`config.mk`:
```
export PLATFORM = sky130hd
export DESIGN_NAME = cpu_alu_with_flags
export DESIGN_NICKNAME = d
export VERILOG_FILES = /design/src/hw/rtl/alu_flg_pkg.sv /design/src/hw/rtl/cpu_alu_with_flags.sv /design/src/hw/rtl/alu_flg_core.sv
export SDC_FILE = /design/constraint.sdc
export NUM_CORES = 1
export LEC_CHECK = 0
export ABC_AREA = 1
export BUFFER_PORTS_ARGS = -buffer_cell sky130_fd_sc_hd__buf_2
export CORE_MARGIN = 1.5
export CORE_UTILIZATION = 35
export DETAILED_ROUTE_END_ITERATION = 16
export PLACE_DENSITY = 0.6
export REMOVE_ABC_BUFFERS = 1
export SETUP_SLACK_MARGIN = 0.15
export SLEW_MARGIN = 20
export SYNTH_ARGS = -nofsm -noshare
export SYNTH_HDL_FRONTEND = slang
export SYNTH_SLANG_ARGS = --single-unit
```
`constraint.sdc`:
```
create_clock -name clk -period 6.1 [get_ports clk]
set_input_delay 0 -clock clk [delete_from_list [all_inputs] [get_ports clk]]
set_output_delay 0 -clock clk [all_outputs]
set_load 0.05 [all_outputs]
```
`src/hw/rtl/alu_flg_pkg.sv`:
```
package alu_flg_pkg;

	// Opcodes carried in req_type
	localparam logic [4:0] OP_ADD  = 5'd0;
	localparam logic [4:0] OP_SUB  = 5'd1;
	localparam logic [4:0] OP_INC  = 5'd2;
	localparam logic [4:0] OP_DEC  = 5'd3;
	localparam logic [4:0] OP_AND  = 5'd4;
	localparam logic [4:0] OP_OR   = 5'd5;
	localparam logic [4:0] OP_XOR  = 5'd6;
	localparam logic [4:0] OP_NOT  = 5'd7;
	localparam logic [4:0] OP_SHL  = 5'd8;
	localparam logic [4:0] OP_SAR  = 5'd9;
	localparam logic [4:0] OP_SHR  = 5'd10;
	localparam logic [4:0] OP_ROL  = 5'd11;
	localparam logic [4:0] OP_ROR  = 5'd12;
	localparam logic [4:0] OP_SWAP = 5'd13;
	localparam logic [4:0] OP_BIT  = 5'd14;
	localparam logic [4:0] OP_SET  = 5'd15;
	localparam logic [4:0] OP_RES  = 5'd16;
	localparam logic [4:0] OP_TOG  = 5'd17;

	// Width codes
	localparam logic [1:0] WIDTH_8  = 2'd0;
	localparam logic [1:0] WIDTH_16 = 2'd1;
	localparam logic [1:0] WIDTH_32 = 2'd2;

	// Flag bit positions
	localparam int FLAG_Z = 7;
	localparam int FLAG_N = 6;
	localparam int FLAG_H = 5;
	localparam int FLAG_C = 4;
	localparam int FLAG_V = 3;

	typedef struct packed {
		logic [4:0]  req_type;
		logic [1:0]  width_sel;
		logic [31:0] operand_a;
		logic [31:0] operand_b;
		logic [7:0]  bit_index;
		logic        with_carry;
		logic        clear_zero;
	} alu_req_t;

	typedef struct packed {
		logic [31:0] result;
		logic [7:0]  flags;
		logic        error;
	} alu_rsp_t;

endpackage

```
`src/hw/rtl/cpu_alu_with_flags.sv`:
```
// ALU with status flags register (Z7 N6 H5 C4 V3, bits 2..0 preserved).
// Input channel: in_valid / in_stall with req_type, width_sel, operand_a,
// operand_b, bit_index, with_carry, clear_zero. An item is taken at a clock
// edge where in_valid is high and in_stall is low.
// Output channel: out_valid / out_stall with result, flags_out, error; one
// result per item, in order.
// An accepted item passes from the input register to the output register
// and is then shown on the output. Throughput: one item per cycle while
// out_stall is low, set by the flags register, which each item reads and rewrites.
// The input register and the output register part the two sides: a new item
// is taken while a finished result waits. When out_stall holds the output,
// the input register fills and then in_stall rises; nothing is dropped.
// flags_out is the flags register itself and stays put while stalled.
// Reset (arst_n low) clears both valid bits and the flags register to zero.
module cpu_alu_with_flags
	import alu_flg_pkg::*;
(
	input  logic        clk,
	input  logic        arst_n,
	input  logic        in_valid,
	output logic        in_stall,
	input  logic [4:0]  req_type,
	input  logic [1:0]  width_sel,
	input  logic [31:0] operand_a,
	input  logic [31:0] operand_b,
	input  logic [7:0]  bit_index,
	input  logic        with_carry,
	input  logic        clear_zero,
	output logic        out_valid,
	input  logic        out_stall,
	output logic [31:0] result,
	output logic [7:0]  flags_out,
	output logic        error
);

	alu_req_t    req_s1;
	logic        valid_s1;
	alu_rsp_t    rsp;
	logic        out_valid_q;
	logic [31:0] result_q;
	logic [7:0]  flags_q;
	logic        error_q;
	logic        adv;
	logic        accept;

	assign adv      = !out_valid_q || !out_stall;
	assign in_stall = valid_s1 && !adv;
	assign accept   = in_valid && !in_stall;

	alu_flg_core u_core (
		.req       (req_s1),
		.flags_cur (flags_q),
		.rsp       (rsp)
	);

	always_ff @(posedge clk or negedge arst_n) begin
		if (!arst_n) begin
			valid_s1    <= 1'b0;
			out_valid_q <= 1'b0;
			flags_q     <= '0;
		end else begin
			if (!in_stall) valid_s1 <= in_valid;
			if (adv) out_valid_q <= valid_s1;
			if (adv && valid_s1) flags_q <= rsp.flags;
		end
	end

	always_ff @(posedge clk) begin
		if (accept) begin
			req_s1 <= '{req_type: req_type, width_sel: width_sel,
				operand_a: operand_a, operand_b: operand_b, bit_index: bit_index,
				with_carry: with_carry, clear_zero: clear_zero};
		end
		if (adv && valid_s1) begin
			result_q <= rsp.result;
			error_q  <= rsp.error;
		end
	end

	assign out_valid = out_valid_q;
	assign result    = result_q;
	assign flags_out = flags_q;
	assign error     = error_q;

endmodule

```
`src/hw/rtl/alu_flg_core.sv`:
```
module alu_flg_core
	import alu_flg_pkg::*;
(
	input  alu_req_t   req,
	input  logic [7:0] flags_cur,
	output alu_rsp_t   rsp
);

	logic [1:0]  w;
	logic [31:0] m, hm, sm;
	logic        cin, ci, rot_in;
	logic [32:0] x, y, sum, dif;
	logic [28:0] hx, hy, hsum, hdif;
	logic [31:0] add_r, sub_r, inc_r, dec_r, swp_r;
	logic        c_add, c_sub, h_add, h_sub, v_add, v_sub;
	logic [7:0]  a8, b8, and_r, or_r, xor_r, sh_r;
	logic        sh_co, is_rot, bi_bad, sel_bit;
	logic [7:0]  bmask;
	logic [31:0] r;
	logic [7:0]  nf;
	logic        err;

	assign w = (req.width_sel == WIDTH_8) ? WIDTH_8 :
		(req.width_sel == WIDTH_16) ? WIDTH_16 : WIDTH_32;

	always_comb begin
		unique case (w)
			WIDTH_8: begin
				m = 32'h0000_00FF; hm = 32'h0000_000F; sm = 32'h0000_0080;
			end
			WIDTH_16: begin
				m = 32'h0000_FFFF; hm = 32'h0000_0FFF; sm = 32'h0000_8000;
			end
			default: begin
				m = 32'hFFFF_FFFF; hm = 32'h0FFF_FFFF; sm = 32'h8000_0000;
			end
		endcase
	end

	assign cin = flags_cur[FLAG_C];
	// carry/borrow in only for the 8-bit forms
	assign ci  = (w == WIDTH_8) && req.with_carry && cin;

	assign x    = {1'b0, req.operand_a & m};
	assign y    = {1'b0, req.operand_b & m};
	assign sum  = x + y + {32'd0, ci};
	assign dif  = x - y - {32'd0, ci};
	assign hx   = {1'b0, req.operand_a[27:0] & hm[27:0]};
	assign hy   = {1'b0, req.operand_b[27:0] & hm[27:0]};
	assign hsum = hx + hy + {28'd0, ci};
	assign hdif = hx - hy - {28'd0, ci};

	assign add_r = sum[31:0] & m;
	assign sub_r = dif[31:0] & m;

	always_comb begin
		unique case (w)
			WIDTH_8: begin
				c_add = sum[8];  c_sub = dif[8];  h_add = hsum[4];  h_sub = hdif[4];
			end
			WIDTH_16: begin
				c_add = sum[16]; c_sub = dif[16]; h_add = hsum[12]; h_sub = hdif[12];
			end
			default: begin
				c_add = sum[32]; c_sub = dif[32]; h_add = hsum[28]; h_sub = hdif[28];
			end
		endcase
	end

	assign v_add = |((x[31:0] ^ add_r) & (y[31:0] ^ add_r) & sm);
	assign v_sub = |((x[31:0] ^ y[31:0]) & (x[31:0] ^ sub_r) & sm);

	assign inc_r = (x[31:0] + 32'd1) & m;
	assign dec_r = (x[31:0] - 32'd1) & m;

	always_comb begin
		unique case (w)
			WIDTH_8:  swp_r = {24'd0, x[3:0], x[7:4]};
			WIDTH_16: swp_r = {16'd0, x[7:0], x[15:8]};
			default:  swp_r = {x[15:0], x[31:16]};
		endcase
	end

	assign a8    = req.operand_a[7:0];
	assign b8    = req.operand_b[7:0];
	assign and_r = a8 & b8;
	assign or_r  = a8 | b8;
	assign xor_r = a8 ^ b8;

	assign is_rot = (req.req_type == OP_ROL) || (req.req_type == OP_ROR);
	assign rot_in = req.with_carry ? cin :
		((req.req_type == OP_ROL) ? a8[7] : a8[0]);

	always_comb begin
		sh_r  = {a8[6:0], 1'b0};
		sh_co = a8[7];
		if (req.req_type == OP_SAR) begin
			sh_r  = {a8[7], a8[7:1]};
			sh_co = a8[0];
		end else if (req.req_type == OP_SHR) begin
			sh_r  = {1'b0, a8[7:1]};
			sh_co = a8[0];
		end else if (req.req_type == OP_ROL) begin
			sh_r  = {a8[6:0], rot_in};
			sh_co = a8[7];
		end else if (req.req_type == OP_ROR) begin
			sh_r  = {rot_in, a8[7:1]};
			sh_co = a8[0];
		end
	end

	assign bi_bad  = |req.bit_index[7:3];
	assign bmask   = 8'd1 << req.bit_index[2:0];
	assign sel_bit = |(a8 & bmask);

	always_comb begin
		r   = '0;
		nf  = flags_cur;
		err = 1'b0;
		case (req.req_type)
			OP_ADD: begin
				r  = add_r;
				nf = {add_r == 32'd0, 1'b0, h_add, c_add, v_add, flags_cur[2:0]};
			end
			OP_SUB: begin
				r  = sub_r;
				nf = {sub_r == 32'd0, 1'b1, h_sub, c_sub, v_sub, flags_cur[2:0]};
			end
			OP_INC: begin
				r  = inc_r;
				nf = {inc_r == 32'd0, 1'b0, (inc_r & hm) == 32'd0, flags_cur[FLAG_C],
					(w == WIDTH_8) ? (x[7:0] == 8'h7F) : flags_cur[FLAG_V],
					flags_cur[2:0]};
			end
			OP_DEC: begin
				r  = dec_r;
				nf = {dec_r == 32'd0, 1'b1, (x[31:0] & hm) == 32'd0, flags_cur[FLAG_C],
					(w == WIDTH_8) ? (x[7:0] == 8'h80) : flags_cur[FLAG_V],
					flags_cur[2:0]};
			end
			OP_AND: begin
				r  = {24'd0, and_r};
				nf = {and_r == 8'd0, 1'b0, 1'b1, 2'b00, flags_cur[2:0]};
			end
			OP_OR: begin
				r  = {24'd0, or_r};
				nf = {or_r == 8'd0, 4'b0000, flags_cur[2:0]};
			end
			OP_XOR: begin
				r  = {24'd0, xor_r};
				nf = {xor_r == 8'd0, 4'b0000, flags_cur[2:0]};
			end
			OP_NOT: begin
				r  = {24'd0, ~a8};
				nf = {flags_cur[FLAG_Z], 2'b11, flags_cur[FLAG_C], 1'b0, flags_cur[2:0]};
			end
			OP_SHL, OP_SAR, OP_SHR, OP_ROL, OP_ROR: begin
				r  = {24'd0, sh_r};
				nf = {(sh_r == 8'd0) && !(is_rot && req.clear_zero), 2'b00, sh_co,
					flags_cur[FLAG_V], flags_cur[2:0]};
			end
			OP_SWAP: begin
				r  = swp_r;
				nf = {swp_r == 32'd0, 3'b000, flags_cur[FLAG_V], flags_cur[2:0]};
			end
			OP_BIT: begin
				if (bi_bad) begin
					err = 1'b1;
				end else begin
					nf = {~sel_bit, 1'b0, 1'b1, flags_cur[4:0]};
				end
			end
			OP_SET, OP_RES, OP_TOG: begin
				if (bi_bad) begin
					err = 1'b1;
				end else if (req.req_type == OP_SET) begin
					r = {24'd0, a8 | bmask};
				end else if (req.req_type == OP_RES) begin
					r = {24'd0, a8 & ~bmask};
				end else begin
					r = {24'd0, a8 ^ bmask};
				end
			end
			default: begin
				// unused opcodes: no operation
				r = '0;
			end
		endcase
	end

	assign rsp.result = r;
	assign rsp.flags  = nf;
	assign rsp.error  = err;

endmodule

```
---- Yosys cells after proc, flatten, opt, wreduce, memory -nomap -nowiden ----
Index checks and enable logic that the tools add are counted.
word-level totals
  output and inout bits ................... 43
  register bits after elaboration ......... 121
  input port bits ......................... 85
operators by class
  add/subtract/negate cells ............... 10
  equality and inequality tests ........... 24
  bitwise operators ....................... 34
  mux-type cells .......................... 29
  reductions and logical operators ........ 43
  shift-type cells ........................ 1
operators with widths
  kind                     count
  $pmux W32 S11            1
  $and A32 B32 Y32         10
  $logic_not A32 Y1        7
  $pmux W32 S2             3
  $xor A32 B32 Y32         4
  $pmux W8 S11             1
  $and A32 B28 Y32         2
  $mux W32                 2
  $reduce_or A32 Y1        2
  $and A28 B28 Y28         2
  $pmux W28 S2             1
  $mux W8                  6
  $eq A5 B4 Y1 const B     8
  $add A32 B32 Y33         1
  $add A33 B1 Y33          1
  $sub A32 B32 Y33         1
  $sub A33 B1 Y33          1
  $add A32 B1 Y32 const B  1
  $logic_not A8 Y1         4
  $sub A32 B1 Y32 const B  1
  $add A28 B28 Y29         1
  $add A29 B1 Y29          1
  $sub A28 B28 Y29         1
  $sub A29 B1 Y29          1
  other kinds (35)         78

---- Logic depth before layout (Yosys ltp) ----
Gate-level depths: netlist of the first run.
  depth in word-level cells ............... 14
  depth in mapped cells ................... 28
  gate-level depth less buffers ........... 25

---- Cells and area by module ----
A second synthesis of the first run with hierarchy kept.
unflattened totals
  cell total of the unflattened synthesis .. 2602
  area total of the unflattened synthesis .. 16055.4 µm²
modules (own cells, without submodules)
  module              cells each  area each (µm²)  instances
  alu_flg_core        2444        12220.5          1
  cpu_alu_with_flags  158         3834.9           1

---- Least setup slack after synthesis of the first run ----
Ideal clock, no wire load.
  kind .................................... flip-flop to flip-flop
  start point ............................. register req_s1[75] (netlist name)
  end point ............................... register result_q[24] (netlist: result[24]), data pin
  setup time .............................. 0.277 ns
  stages on the path, launching flop included .. 21
  clock period less this slack ............ 3.820 ns
  slack ................................... 2.280 ns
  data required time ...................... 5.823 ns
  data arrival time ....................... 3.543 ns
  cells stage by stage .................... edfxtp_1 > nor2_1 > buf_6 > buf_2 > buf_1 > clkbuf_1 > nor2_1 > ha_1 > inv_1 > ha_1 > nand2_1 > inv_1 > a21oi_1 > nor2_1 > nor2_1 > nand2_1 > nand2_1 > nand3b_1 > nand3_1 > o221a_2 > o221ai_1
RTL lines
  what                      line                      text
  start: declaration        cpu_alu_with_flags.sv:36  alu_req_t req_s1;
  start signal: assignment  cpu_alu_with_flags.sv:70  req_s1 <= '{req_type: req_type, width_sel: width_sel,
  end signal: assignment    cpu_alu_with_flags.sv:75  result_q <= rsp.result;
  end: declaration          cpu_alu_with_flags.sv:40  logic [31:0] result_q;

---- Final worst setup path of the first run ----
  start point ............................. register req_s1[75] (netlist name)
  end point ............................... register flags_q[7] (netlist: flags_out[7])
between the ends
  word-level cells in the longest chain between the ends .. 11
RTL lines
  what                                                  line                                                        text
  $eq A2 B1 Y1                                          alu_flg_core.sv:24                                          (req.width_sel == WIDTH_16) ? WIDTH_16 : WIDTH_32;
  $mux W2                                               alu_flg_core.sv:24
  $mux W2 *                                             alu_flg_core.sv:23                                          assign w = (req.width_sel == WIDTH_8) ? WIDTH_8 :
  $eq A2 B1 Y1 or $logic_not A2 Y1 (tied branches)      alu_flg_core.sv:27, alu_flg_core.sv:77, alu_flg_core.sv:42
  $pmux W32 S2                                          alu_flg_core.sv:27                                          unique case (w)
  $and A32 B32 Y32 (on tied branches)                   alu_flg_core.sv:44, alu_flg_core.sv:45
  $sub A32 B32 Y33 or $add A32 B32 Y33 (tied branches)  alu_flg_core.sv:47, alu_flg_core.sv:46
  $sub A33 B1 Y33 or $add A33 B1 Y33 (tied branches)    alu_flg_core.sv:47, alu_flg_core.sv:46
  $and A32 B32 Y32 (on tied branches)                   alu_flg_core.sv:54, alu_flg_core.sv:53
  $logic_not A32 Y1 (on tied branches)                  alu_flg_core.sv:127, alu_flg_core.sv:123
  $pmux W8 S11 *                                        alu_flg_core.sv:120                                         case (req.req_type)
  end signal: assignment                                cpu_alu_with_flags.sv:64                                    if (adv && valid_s1) flags_q <= rsp.flags;
  end: declaration                                      cpu_alu_with_flags.sv:41                                    logic [7:0] flags_q;
Mark *: on every way between the ends. The rest lies on a longest branch, timed or not. The select of a mux whose other input is x is not followed.
A chain may end at the register's enable or synchronous reset.

==> summary.txt, run 1 <==
First-pass GRT wire length - 118000 um
Initial antenna violation count - 3
Die Area - 0.0462 mm^2
Ys flop type - edfxtp_1
Area grow syn2layout - 17.8%
Reg2reg path depth - 20
Hold Path Depth - 2
Post-Syn Area - 0.0157 mm^2
Final min period - 5.18 ns
Yosys top cell area share - 21.8%
# placed instances - 3215
Register area share after synthesis - 22.9%
Max-cap viol count - 0
Peak supply drop - 0.220 mV
Via count - 18.7k
Unrepaired setup endpoints after global routing - false
CTS Hold Bufs - 87
Pre-CTS setup slack - 1.14 ns
WP data arrival - 5.57 ns
WL/cell - 24.6 um
Worst path max stage delay - 0.65 ns
# resized after CTS - 0
Critical-path cell list - buf_4 -> nand2_1 -> ha_1 -> inv_1 -> ha_1 -> nand2_1 -> nor2_1 -> inv_1 -> nor2_1 -> a21oi_1 -> nand3_1 -> nand2_1 -> nor2_1 -> nor2_1 -> nand2_1 -> nor2_1 -> nand3_1 -> nand3_1 -> nor2_1 -> nor2_1
Status - finished clean
Layout cells sized above 1 - 8.57%
Routed Antenna Nets - 0
Initial DRC Count - 2252
Clock sinks - 121
GRT Residual Overflow - 0
Setup Fix Bufs, Post-CTS - 0
Post-route cell area - 0.0185 mm^2
Pin count of the biggest net entering global routing - 82
Reg2reg start - req_s1[75]
Final core utilization - 41.8%
Vias per inst - 5.61
Final std cells w/o fill - 3335
Worst-margin pin slew - 1.07 ns
CP required - 6.48 ns
Timing-limited maximum frequency - 0.193 GHz
TritonCTS clock tree - done
Kind of critical path - flip-flop to flip-flop
Fillers - 4819
Hold crit path type - primary input to flip-flop
Crit-path most repeated cell - nor2_1
Post-synth ARST share - 5.79%
Port buffer count - 124
CP bufs+invs - 3
Number of flops mapped to enable cells by yosys - 114
Vias in the first global route - 17.7k
Root buffer cell - clkbuf_16
HPWL after DPL - 66900 um
Worst-path clk slew - 0.07 ns
Drt total wl - 82100 um
Rows - 77
GRT Overall Usage - 35.2%
Crit end category - flip-flop
Clk Latency, worst-skew pair - 0.50 ns
Slowest cell on crit path - buf_4
Multi-input logic area - 0.0103 mm^2
DRT Pass-1 Iters - 6
Worst hold start - operand_a[13]
Ports - 128
FF-to-FF setup slack - 0.92 ns
Die W - 215 um
RD Place Congestion - 1.04
Hold_ws - 0.209 ns
Flip-flop and latch area - 0.00360 mm^2
Unique masters post-synth - 57
Hold Crit Endpoint - req_s1[55]
Post-synth top area cell - edfxtp_1
Slew margin rel. - 28.3%
TNS Setup - 0 ns
Max Slew Vio Count - 0
Syn Inst Count - 2523
Die height - 215 um
Startpoint Class - flip-flop
Syn_area_per_cell - 6.24 um^2
Final-report hold violation count - 0
Max Fanout on Critical Path - 57
Initial core utilization - 35.5%
Reg2reg end - flags_out[7]
Area contributors post-synth - edfxtp_1 22%, nand2_1 16%, ha_1 13%
# setup viols final - 0
Post-synth top cells - 690 x nand2_1, 420 x inv_1, 333 x nor2_1, 233 x nand3_1, 158 x ha_1
Max Clock Skew - 0.0207 ns
Cell area power density - 226 mW/mm^2
Pwr Total - 4.19 mW
CP top delay family - simple AND/OR/NAND/NOR gates
Fin crit share - 84.9%
Leakage - 9.33 nW
Core area - 0.0443 mm^2
Clk buf depth - 2
Nets - 2976
Register bit total from synthesis - 121
Top-count cell post-synth - nand2_1
Setup WS post-layout - 0.919 ns
Num CTS Buffers - 17
DRC Markers - 0
H-tree levels - 4
Post-DP Area - 0.0171 mm^2
Synth Warn # - 0
==> power breakdown <==
group / switching [mW] / internal (mW) / total (mW)
Sequential: 0.0759 / 1.01 / 1.08
Combinational: 1.45 / 0.540 / 1.99
Clock: 0.462 / 0.651 / 1.11
Total: 1.99 / 2.20 / 4.19
==> worst reg2reg max path, stage by stage, from the launching register on <==
cell	delay (ns)
edfxtp_1	0.36
buf_4	0.65
nand2_1	0.66
ha_1	0.59
inv_1	0.18
ha_1	0.45
nand2_1	0.13
nor2_1	0.30
inv_1	0.14
nor2_1	0.24
a21oi_1	0.21
nand3_1	0.11
nand2_1	0.05
nor2_1	0.43
nor2_1	0.10
nand2_1	0.09
nor2_1	0.05
nand3_1	0.10
nand3_1	0.08
nor2_1	0.12
nor2_1	0.05
==> how the worst max path moves through the flow <==
stage                         endpoint  startpoint  slack [ns]  cells after the start
after floorplan             result[24]  req_s1[75]        0.41                     16
after global placement    flags_out[7]  req_s1[75]        1.11                     20
after detailed placement  flags_out[7]  req_s1[75]        1.14                     20
after CTS                 flags_out[7]  req_s1[75]        1.12                     20
after global routing      flags_out[7]  req_s1[75]        0.89                     20
final                     flags_out[7]  req_s1[75]        0.92                     20
==> cells by family (layout without fill, tap and decap cells) <==
kind of cell	count (synthesis)	count (layout)	share of synthesized area [%]
AOI/OAI and AO/OA	315	315	12.2
xor gates and xnor gates	19	19	1.06
adders and majority gates	162	162	13.1
buffers and inverters	485	702	12.1
DFF	121	121	22.9
other	1	4	0.0238
and+or+nand+nor	1420	1420	38.7
==> cell type report <==
| cell class | count | area share [%] |
|---|---|---|
| inverter | 430 | 8.71 |
| tap | 592 | 3.99 |
| timing repair buffer | 240 | 9.24 |
| multi-input combinational | 1919 | 55.3 |
| clock inverter | 14 | 1.01 |
| clock buffer | 18 | 2.31 |
| sequential | 121 | 19.4 |
| antenna | 1 | 0.0135 |
==> metal layers <==
| layer | vias to the layer above | track usage [%] | wire length (um) |
|---|---|---|---|
| met1 | 8890 | 48.1 | 35700 |
| met3 | 166 | 7.25 | 7250 |
| met2 | 958 | 53.8 | 35600 |
| met4 | 6 | 14.8 | 3490 |
| met5 | - | 0 | 102 |
| li1 | 8690 | - | - |
==> registers in the layout, summed over array words and instances, names as in the netlist <==
name / flops
error: 1
valid_s1: 1
req_s1: 81
result: 32
out_valid: 1
flags_out: 5
==> layout by cell type (no fill, tap or decap), types with 9 or more instances in the layout <==
cell type and n:
inv_2 9, a221oi_1 9, nand2_1 690, inv_1 419, nor3_1 37, a21oi_1 95, nor2_4 9, nor2_1 331
o21bai_1 9, o22ai_1 21, nand3b_1 13, o21ai_0 100, buf_2 124, clkbuf_16 17, buf_4 28, dlygate4sd3_1 87
nand4_1 52, nand3_1 233, o211ai_1 10, nor2_2 9, edfxtp_1 114, o221ai_1 24, nor4_1 14, ha_1 158
xor2_1 15
Note: power is estimated with default switching activity, not from simulation.
==> run 2, diff against run 1 <==
--- a/config.mk
+++ b/config.mk
@@ -10,7 +10,7 @@
 export CORE_MARGIN = 1.5
 export CORE_UTILIZATION = 35
 export DETAILED_ROUTE_END_ITERATION = 16
-export PLACE_DENSITY = 0.6
+export PLACE_DENSITY = 0.62
 export REMOVE_ABC_BUFFERS = 1
 export SETUP_SLACK_MARGIN = 0.15
 export SLEW_MARGIN = 20
==> constraint.sdc (replaced) <==
create_clock -name clk -period 4.3 [get_ports clk]
set_input_delay 0 -clock clk [delete_from_list [all_inputs] [get_ports clk]]
set_output_delay 0 -clock clk [all_outputs]
set_load 0.05 [all_outputs]
==> run 2 against run 1 <==
Net effect:
- total power increased by 44%
- sequential cell count unchanged
- first-iteration DRC count rose by 5.5%
- die area unchanged
- sequential power grew 43%
- utilization rose by 1.4 points
- largest power group unchanged
==> summary.txt, run 2 (same netlist as run 1, synthesis figures left out) <==
Status - finished clean
Via count - 19.1k (+1.8%)
Die Area - 0.0462 mm^2 (unchanged)
Drt total wl - 85900 um (+4.6%)
Ports - 128 (unchanged)
H-tree levels - 4 (unchanged)
Peak supply drop - 0.225 mV (+2.5%)
Setup crit end - result[22]
Die W - 215 um (unchanged)
Clk buf depth - 2 (unchanged)
Worst-margin pin slew - 0.893 ns (-0.179 ns)
Routed Antenna Nets - 0 (unchanged)
DRT Pass-1 Iters - 6 (unchanged)
Crit end category - flip-flop
FF-to-FF setup slack - 0.31 ns (-0.61 ns)
Unrepaired setup endpoints after global routing - true
Setup WS post-layout - 0.313 ns (-0.606 ns)
# setup viols final - 0 (unchanged)
Final-report hold violation count - 0 (unchanged)
Die height - 215 um (unchanged)
Area grow syn2layout - 21.9%
Vias in the first global route - 18.3k (+3.2%)
Cell area power density - 314 mW/mm^2 (+39%)
Most flops, register - req_s1
Reg2reg end - result[22]
TritonCTS clock tree - done
Clk Latency, worst-skew pair - 0.50 ns (about the same)
Post-DP Area - 0.0177 mm^2 (+3.9%)
Worst setup path start - req_s1[75]
Multi-input logic area - 0.0103 mm^2 (+0.13%)
Reg2reg start - req_s1[75]
First-pass GRT wire length - 123000 um (+3.8%)
Num CTS Buffers - 17 (unchanged)
Commonest non-fill, non-tap cell in the layout - nand2_1
Flip-flop and latch area - 0.00360 mm^2 (unchanged)
Worst-path clk slew - 0.08 ns (about the same)
RD Place Congestion - 1.04 (-0.43%)
Vias per inst - 5.57 (-0.77%)
Clock sinks - 121 (unchanged)
Post-route cell area - 0.0192 mm^2 (+3.4%)
Initial antenna violation count - 3 (unchanged)
Nets - 3064 (+3.0%)
Hold crit path type - primary input to flip-flop
GRT Residual Overflow - 0 (unchanged)
WP data arrival - 4.18 ns (-1.39 ns)
Timing-limited maximum frequency - 0.251 GHz (+30%)
Root buffer cell - clkbuf_16
Port buffer count - 124 (unchanged)
Core area - 0.0443 mm^2 (unchanged)
Final min period - 3.99 ns (-1.19 ns)
Hold_ws - 0.206 ns (-0.00337 ns)
WL/cell - 25.1 um (+1.9%)
# diodes - 0 (-1)
Initial DRC Count - 2375 (+5.5%)
Initial core utilization - 35.5% (unchanged)
Layout cells sized above 1 - 11.7% (+3.1 points)
Pre-CTS setup slack - 0.250 ns (-0.893 ns)
Commonest cells after routing, fill and taps aside - 690 x nand2_1, 419 x inv_1, 331 x nor2_1
HPWL after DPL - 70900 um (+6.0%)
GRT Overall Usage - 36.7% (+1.5 points)
Max Slew Vio Count - 0 (unchanged)
Fin crit share - 92.7% (+7.8 points)
Pwr Total - 6.03 mW (+44%)
Leakage - 9.75 nW (+4.5%)
Max Clock Skew - 0.0204 ns (-0.000270 ns)
Pin count of the biggest net entering global routing - 49 (-40%)
Max-cap viol count - 0 (unchanged)
CP required - 4.49 ns (-1.99 ns)
Kind of critical path - flip-flop to flip-flop
Fillers - 4877 (+1.2%)
Startpoint Class - flip-flop
Max FFs per register - 81 (unchanged)
Reg2reg path depth - 16 (-20%)
Max Fanout on Critical Path - 24 (-58%)
Final core utilization - 43.3% (+1.4 points)
Slew margin rel. - 38.9% (+11 points)
DRC Markers - 0 (unchanged)
Rows - 77 (unchanged)
run 2: how the worst min path moves through the flow:
stage | from | end | slack [ns] | cells past startpoint
global placement | arst_n | out_valid | -0.1 | 1
finish | operand_b[27] | req_s1[37] | 0.21 | 2
floorplan | arst_n | flags_out[3] | -0.30 | 0
detailed placement | arst_n | valid_s1 | -0.10 | 1
global route | operand_a[30] | req_s1[72] | 0.21 | 2
CTS | operand_b[27] | req_s1[37] | 0.17 | 2
run 2: metrics by stage:
step	setup TNS [ns]	instances
6_report	0	3422
5_1_grt	0	3422
4_1_cts	0	3420
3_5_place_dp	0	3303
3_3_place_gp	0	3303
2_1_floorplan	-36.01	2470
run 2: layout make-up:
type | instances | area share, %
Sequential cell | 121 | 18.8
Inverter | 430 | 8.42
Timing Repair Buffer | 328 | 12.4
Multi-Input combinational cell | 1919 | 53.6
Tap cell | 592 | 3.86
Clock buffer | 17 | 2.22
Clock inverter | 15 | 0.744
run 2: per-layer routing:
metal | GRT usage [%] | vias to the layer above | share of wire, % | wire [um]
met5 | 0 | - | 0.021 | 18
met4 | 13.1 | 2 | 3.6 | 3070
li1 | - | 8856 | - | -
met2 | 57.6 | 972 | 44 | 37600
met3 | 7.19 | 137 | 9.1 | 7820
met1 | 50.1 | 9083 | 44 | 37400
run 2: power breakdown:
group          internal, mW  switching (mW)  total [mW]
clock network         0.803           0.686        1.49
logic                 0.886            2.12        3.00
registers              1.43           0.108        1.54
run 2: repair_timing:
action | 4_1_cts | 5_1_grt
hold endpoints to repair | 90 | 0
buffers inserted | 0 | 1
resized for setup | 0 | 5
hold buffers | 85 | 0
setup endpoints to repair | 0 | 7
run 2: worst max-delay path, stage by stage (launching register included):
cell	delay [ns]
edfxtp_1	0.42
clkbuf_16	0.27
buf_4	0.27
nand2_1	0.15
ha_2	0.46
inv_1	0.13
ha_1	0.46
nand2_1	0.15
inv_1	0.11
nand2_1	0.12
nor3_1	0.24
nand2_1	0.12
nand2_1	0.07
nand2_1	0.04
nand3_1	0.25
o221a_2	0.26
o221ai_1	0.15
